[config.mk]
export PLATFORM = sky130hd
export DESIGN_NAME = tag_length_frame_splitter
export DESIGN_NICKNAME = d
export VERILOG_FILES = /design/src/rtl/tlfs_pkg.sv /design/src/rtl/tlfs_cfg_regs.sv /design/src/rtl/tag_length_frame_splitter.sv
export SDC_FILE = /design/constraint.sdc
export NUM_CORES = 1
export LEC_CHECK = 0
export ABC_AREA = 1
export BUFFER_PORTS_ARGS = -buffer_cell sky130_fd_sc_hd__buf_4
export CAP_MARGIN = 20
export CORE_AREA = 2 2 180 182
export DETAILED_ROUTE_END_ITERATION = 12
export DIE_AREA = 0 0 182 184
export PLACE_DENSITY = 0.58
export SLEW_MARGIN = 20
export SYNTH_ARGS = -nofsm -noshare
export SYNTH_HDL_FRONTEND = slang
export SYNTH_SLANG_ARGS = --single-unit
[constraint.sdc]
create_clock -name aclk -period 9.7 [get_ports aclk]
set_clock_uncertainty 0.2 [all_clocks]
set_input_delay 0.485 -clock aclk [delete_from_list [all_inputs] [get_ports aclk]]
set_output_delay 0.485 -clock aclk [all_outputs]
set_load 0.02 [all_outputs]
[src/rtl/tlfs_pkg.sv]
// Shared types and constants for the tag/length frame splitter.
// No dependencies; imported by every module of the block.
package tlfs_pkg;

    typedef logic [1:0] kind_t;

    localparam kind_t KIND_PAYLOAD = 2'd0;
    localparam kind_t KIND_EMPTY   = 2'd1;
    localparam kind_t KIND_ERROR   = 2'd2;

    // header_count runs 0..7 over the header, PAYLOAD_PHASE while forwarding
    localparam logic [3:0] PAYLOAD_PHASE = 4'd8;
    localparam logic [3:0] LAST_HDR_BYTE = 4'd7;

    localparam logic [31:0] MAX_LEN_RESET = 32'd1048576;

    localparam int          APB_ADDR_W    = 3;
    localparam logic [0:0]  REG_MAX_LEN   = 1'd0;

endpackage

[src/rtl/tlfs_cfg_regs.sv]
// APB-style register bank of the frame splitter: holds max_frame_length.
// Depends on tlfs_pkg.
module tlfs_cfg_regs
    import tlfs_pkg::*;
(
    input  logic                  aclk,
    input  logic                  aresetn,
    input  logic                  psel,
    input  logic                  penable,
    input  logic                  pwrite,
    input  logic [APB_ADDR_W-1:0] paddr,
    input  logic [31:0]           pwdata,
    output logic [31:0]           prdata,
    output logic                  pready,
    output logic [31:0]           max_len
);

    logic [31:0] max_len_reg;
    logic        wr_en;
    logic [0:0]  reg_idx;

    assign pready  = 1'b1;
    assign reg_idx = paddr[2:2];
    assign wr_en   = psel && penable && pwrite && pready;

    always_ff @(posedge aclk) begin
        if (!aresetn) begin
            max_len_reg <= MAX_LEN_RESET;
        end else if (wr_en && (reg_idx == REG_MAX_LEN)) begin
            max_len_reg <= pwdata;
        end
    end

    always_comb begin
        if (reg_idx == REG_MAX_LEN) begin
            prdata = max_len_reg;
        end else begin
            prdata = 32'd0;
        end
    end

    assign max_len = max_len_reg;

endmodule

[src/rtl/tag_length_frame_splitter.sv]
// Top level of the tag/length frame splitter: header gathering, payload
// forwarding and the result register. Depends on tlfs_pkg and tlfs_cfg_regs.

// Takes one stream byte per cycle and cuts it into frames of an 8-byte
// little-endian header (32-bit tag, 32-bit length) followed by the payload.
// Each payload byte is registered in the cycle after it is taken, with the frame's tag,
// length and first/last marks; a zero-length frame gives one empty-frame
// result, and a length above max_frame_length gives one error result after
// which every byte is dropped until reset. Throughput is one byte per cycle:
// the per-byte work is a byte insert, 32-bit compares and one 32-bit
// decrement between the state registers and a single result register, and
// s_tready stays high whenever that result register is empty or being taken.
module tag_length_frame_splitter
    import tlfs_pkg::*;
(
    input  logic                  aclk,
    input  logic                  aresetn,
    // APB configuration port
    input  logic                  psel,
    input  logic                  penable,
    input  logic                  pwrite,
    input  logic [APB_ADDR_W-1:0] paddr,
    input  logic [31:0]           pwdata,
    output logic [31:0]           prdata,
    output logic                  pready,
    // input stream
    input  logic                  s_tvalid,
    output logic                  s_tready,
    input  logic [7:0]            s_tdata,   // [7:0] data_byte
    // result stream
    output logic                  m_tvalid,
    input  logic                  m_tready,
    output logic [71:0]           m_tdata,   // [31:0] frame_tag, [63:32] frame_length,
                                             // [71:64] payload_byte
    output logic [2:0]            m_tuser,   // [1:0] kind, [2] first_of_frame
    output logic                  m_tlast    // last_of_frame
);

    logic [31:0] max_len;

    tlfs_cfg_regs u_cfg (
        .aclk    (aclk),
        .aresetn (aresetn),
        .psel    (psel),
        .penable (penable),
        .pwrite  (pwrite),
        .paddr   (paddr),
        .pwdata  (pwdata),
        .prdata  (prdata),
        .pready  (pready),
        .max_len (max_len)
    );

    logic [3:0]  hdr_cnt_reg,  hdr_cnt_next;
    logic [31:0] tag_reg,      tag_next;
    logic [31:0] len_reg,      len_next;
    logic [31:0] remain_reg,   remain_next;
    logic        broken_reg,   broken_next;

    logic        m_tvalid_reg;
    logic [71:0] m_tdata_reg;
    logic [2:0]  m_tuser_reg;
    logic        m_tlast_reg;

    logic        accept;
    logic        emit;
    kind_t       emit_kind;
    logic [7:0]  emit_byte;
    logic        emit_first;
    logic        emit_last;
    logic [4:0]  byte_pos;

    assign s_tready = !m_tvalid_reg || m_tready;
    assign accept   = s_tvalid && s_tready;
    assign byte_pos = {hdr_cnt_reg[1:0], 3'b000};

    always_comb begin
        hdr_cnt_next = hdr_cnt_reg;
        tag_next     = tag_reg;
        len_next     = len_reg;
        remain_next  = remain_reg;
        broken_next  = broken_reg;
        emit         = 1'b0;
        emit_kind    = KIND_PAYLOAD;
        emit_byte    = 8'd0;
        emit_first   = 1'b0;
        emit_last    = 1'b0;

        if (accept && !broken_reg) begin
            if (hdr_cnt_reg != PAYLOAD_PHASE) begin
                if (!hdr_cnt_reg[2]) begin
                    tag_next[byte_pos +: 8] = s_tdata;
                end else begin
                    len_next[byte_pos +: 8] = s_tdata;
                end
                hdr_cnt_next = hdr_cnt_reg + 4'd1;
                if (hdr_cnt_reg == LAST_HDR_BYTE) begin
                    // decide the frame on its final header byte
                    if (len_next > max_len) begin
                        broken_next  = 1'b1;
                        hdr_cnt_next = 4'd0;
                        emit         = 1'b1;
                        emit_kind    = KIND_ERROR;
                    end else if (len_next == 32'd0) begin
                        hdr_cnt_next = 4'd0;
                        emit         = 1'b1;
                        emit_kind    = KIND_EMPTY;
                        emit_last    = 1'b1;
                    end else begin
                        remain_next  = len_next;
                        hdr_cnt_next = PAYLOAD_PHASE;
                    end
                end
            end else begin
                emit       = 1'b1;
                emit_kind  = KIND_PAYLOAD;
                emit_byte  = s_tdata;
                emit_first = (remain_reg == len_reg);
                emit_last  = (remain_reg <= 32'd1);
                if (remain_reg != 32'd0) begin
                    remain_next = remain_reg - 32'd1;
                end
                if (remain_reg <= 32'd1) begin
                    hdr_cnt_next = 4'd0;
                end
            end
        end
    end

    always_ff @(posedge aclk) begin
        if (!aresetn) begin
            hdr_cnt_reg <= 4'd0;
            tag_reg     <= 32'd0;
            len_reg     <= 32'd0;
            remain_reg  <= 32'd0;
            broken_reg  <= 1'b0;
        end else begin
            hdr_cnt_reg <= hdr_cnt_next;
            tag_reg     <= tag_next;
            len_reg     <= len_next;
            remain_reg  <= remain_next;
            broken_reg  <= broken_next;
        end
    end

    // result register: load on a producing request, clear once taken
    always_ff @(posedge aclk) begin
        if (!aresetn) begin
            m_tvalid_reg <= 1'b0;
        end else if (s_tready) begin
            m_tvalid_reg <= emit;
        end
    end

    always_ff @(posedge aclk) begin
        if (emit) begin
            m_tdata_reg <= {emit_byte, len_next, tag_next};
            m_tuser_reg <= {emit_first, emit_kind};
            m_tlast_reg <= emit_last;
        end
    end

    assign m_tvalid = m_tvalid_reg;
    assign m_tdata  = m_tdata_reg;
    assign m_tuser  = m_tuser_reg;
    assign m_tlast  = m_tlast_reg;

    // once broken, no new result may appear
    assert property (@(posedge aclk) disable iff (!aresetn)
        (broken_reg && !m_tvalid_reg) |=> !m_tvalid_reg)
        else $error("result produced on a broken stream");

    assert property (@(posedge aclk) disable iff (!aresetn)
        hdr_cnt_reg <= PAYLOAD_PHASE)
        else $error("header count out of range");

    // payload phase always has bytes left to forward
    assert property (@(posedge aclk) disable iff (!aresetn)
        (hdr_cnt_reg == PAYLOAD_PHASE) |-> (remain_reg != 32'd0))
        else $error("payload phase with nothing remaining");

    assert property (@(posedge aclk) disable iff (!aresetn)
        (m_tvalid_reg && (m_tuser_reg[1:0] == KIND_ERROR))
            |-> (!m_tlast_reg && !m_tuser_reg[2] && broken_reg))
        else $error("malformed length error result");

endmodule

==> impl_metrics.csv <==
group,metric,value,unit
timing,slew_viol_final,0,
final_layout,layoutNonFillerInstCount,2076,
placed_design,place_ws,4.25,ns
setup_path,worstPathArrival,5.43,ns
placed_design,dp_hpwl,24800,um
timing,setup_ws,4.22,ns
global_route,busiest_layer,"met2",
logic_synthesis,yosys_warnings,0,
power,leakagePower,6.63,nW
routing,wl_per_cell,16.2,um
outcome,outcome,"finished clean",
timing,rsz0062_at_grt,"false",
floorplan,rows,65,
setup_path,worstSetupPathType,"flop to flop",
power,power_density,148,mW/mm2
logic_synthesis,synth-main-ff-cell,"dfxtp_1",
timing,holdWs,0.0378,ns
global_route,grt_max_degree,71,
timing,maxSlewHeadroom,35.0,%
worst_hold_path,min-delay-start,"pwdata[21]",
floorplan,die_w,182,um
floorplan,start_util,34.9,%
global_route,grt_usage,19.8,%
logic_synthesis,yosys.area.top_type_share,24.5,%
floorplan,die_y,184,um
final_layout,largest_reg_flops,72,
placed_design,dp_cells,2030,
logic_synthesis,ys_seq_area_share,45.3,%
cts,clk_pin_slew_worst_paths,0.06,ns
routing,viasPerCell,4.82,
cts,cts_tree,"done",
setup_path,critPathMaxFanout,51,
routing,ant_nets,0,
global_route,use_met2,30.6,%
routing,vias,10000,
floorplan,coreArea,0.0314,mm2
floorplan,die_area,0.0335,mm2
final_layout,n_antenna_cell,0,
logic_synthesis,synth_area_leader_cell,"dfxtp_1",
final_layout,final_common_cell,"nand2_1",
routing,drcViolationCount,0,
setup_path,endpoint_kind,"flop",
cts,clk_latency,0.53,ns
logic_synthesis,ys_top_cells_by_area,"dfxtp_1 24%, edfxtp_1 21%, nand2_1 13%",
logic_synthesis,synth_edf_count,76,
setup_path,setup.worst_path.start_class,"flop",
logic_synthesis,synth_fp_nets,1609,
timing,fin_crit,5.48,ns
logic_synthesis,synth_cell_types,38,
global_route,grt_util_met1,28.3,%
cts,cts.path.max_buffers,3,
cts,cts.sink_count,210,
placed_design,io_buffers,157,
floorplan,io-pin-count,161,
setup_path,r2r_cells,20,
cts,postCtsSetupBuffers,0,
worst_hold_path,hold_end,"u_cfg.max_len[21]$_SDFFE_PN0P_",
placed_design,gp_congestion,0.900,
logic_synthesis,ys_seq_elements,210,
cts,numCtsBuffers,25,
final_layout,final_net_count,1746,
routing,dr.pass1.iters,5,
cts,cts_root_buf,"clkbuf_16",
setup_path,reg2reg_from,"hdr_cnt_reg[0]$_SDFFE_PN0P_",
setup_path,reg2reg_to,"m_tdata[62]$_DFFE_PP_",
global_route,grt_pass1_wl,52000,um
timing,final-hold-violation-count,0,
timing,fmax,183,MHz
routing,drt_iter0_markers,624,
timing,finalSetupViolations,0,
job,maxCapViolCount,0,
setup_path,r2r_slack,4.22,ns
logic_synthesis,ys_async_sr_fraction,0,%
timing,setup_tns,0,ns
cts,h-tree-depth,1,
logic_synthesis,synth_area,0.0110,mm2
global_route,antenna_found_initial,0,
logic_synthesis,syn_area_per_cell,7.21,um2
timing,worst_slew_pin_slew,0.973,ns
global_route,grt_pass1_vias,9371,
logic_synthesis,synth_cells,1519,
setup_path,worstPathRequired,9.66,ns
worst_hold_path,worstHoldPathCells,3,
power,worst_ir_drop_vdd,128,uV
timing,fin_crit_sh,56.5,%
routing,routed_wl,33700,um
final_layout,drive_gt1_share,13.7,%
global_route,use_met3,3.80,%
final_layout,final_cell_mix,"392 x nand2_1, 220 x nor2_1, 199 x inv_1, 165 x buf_4, 134 x dfxtp_1",
worst_hold_path,hold_path.class,"input pin to flop",
final_layout,syn2layout_area_growth,21.0,%
global_route,gr-total-overflow,0,
[logic make-up (layout without fill, tap and decap cells)]
family          count (synthesis)  count (layout)  synth area share [%]
buf+inv                       263             418                  9.36
compound gates                238             238                  11.4
xor+xnor                       21              21                  1.68
simple gates                  746             746                  27.6
other cells                     1               1                0.0342
fa+ha+maj                      40              40                  4.57
flops                         210             210                  45.3
[per-layer routing]
layer  vias up  share of wire, %
li1       5133                 -
met1      4478                48
met2       342                42
met3        51               8.1
met4         0               2.1
met5         -                 0
[synthesized netlist by cell type (7+ instances only)]
cell	instances
nor2_1	221
dfxtp_1	134
or2_2	9
o21ai_0	99
edfxtp_1	76
nand3_1	82
ha_1	40
xnor2_1	11
o21ai_1	8
xor2_1	10
a21oi_1	104
clkbuf_1	44
nand4_1	12
o22ai_1	8
inv_1	200
nand2_2	7
nand2_1	392
[worst max-delay path, cell delays in order (launching register included)]
cell and delay, ns:
dfxtp_1 0.67, inv_1 0.21, ha_1 0.44, inv_1 0.09
nand2_1 0.11, nor2_1 0.09, o21ai_1 0.25, inv_1 0.18
ha_1 0.34, nand2_1 0.09, nor3_1 0.28, and3_1 0.27
nand2_1 0.07, nand2_1 0.18, nand2_1 0.12, nand2_1 0.09
nand2_1 0.06, nand2_1 0.07, nand2_1 0.08, inv_2 0.53
buf_4 0.63
[metrics by stage]
stage	total power, mW	utilization, %	cell area, um2
final	1.96	42.2	13200
after global routing	2.04	42.2	13200
after CTS	1.98	42.2	13200
after detailed placement	1.07	39.7	12500
after global placement	1.07	39.7	12500
after floorplan	1.03	-	11000
[timing repair]
item	CTS	global route
resized for setup	0	0
endpoints found under the hold margin	1	0
hold buffers	1	0
endpoints found under the setup margin	0	0
[worst max path at each step]
stage                           startpoint               endpoint  slack [ns]  cells after the start
2_1_floorplan  hdr_cnt_reg[0]$_SDFFE_PN0P_   m_tdata[0]$_DFFE_PP_        4.83                     20
3_3_place_gp   hdr_cnt_reg[0]$_SDFFE_PN0P_  m_tdata[53]$_DFFE_PP_        4.33                     20
3_5_place_dp   hdr_cnt_reg[0]$_SDFFE_PN0P_  m_tdata[53]$_DFFE_PP_        4.25                     20
4_1_cts        hdr_cnt_reg[0]$_SDFFE_PN0P_  m_tdata[62]$_DFFE_PP_        4.22                     20
5_1_grt        hdr_cnt_reg[0]$_SDFFE_PN0P_  m_tdata[62]$_DFFE_PP_        3.75                     20
6_report       hdr_cnt_reg[0]$_SDFFE_PN0P_  m_tdata[62]$_DFFE_PP_        4.22                     20
[layout make-up]
class,count,area (um2)
Tap cell,402,503
Clock inverter,12,120
Clock buffer,33,666
Inverter,207,777
Fill cell,3301,18100
Multi-Input combinational cell,1046,4970
Sequential cell,210,4960
Timing Repair Buffer,166,1250
[report_power, final]
group | internal (mW) | switching [mW] | leakage, nW
Clock | 0.535 | 0.373 | 0.377
Combinational | 0.0442 | 0.0881 | 4.48
Sequential | 0.919 | 0.00489 | 1.76
No activity file was read; power rests on OpenSTA's default activity.
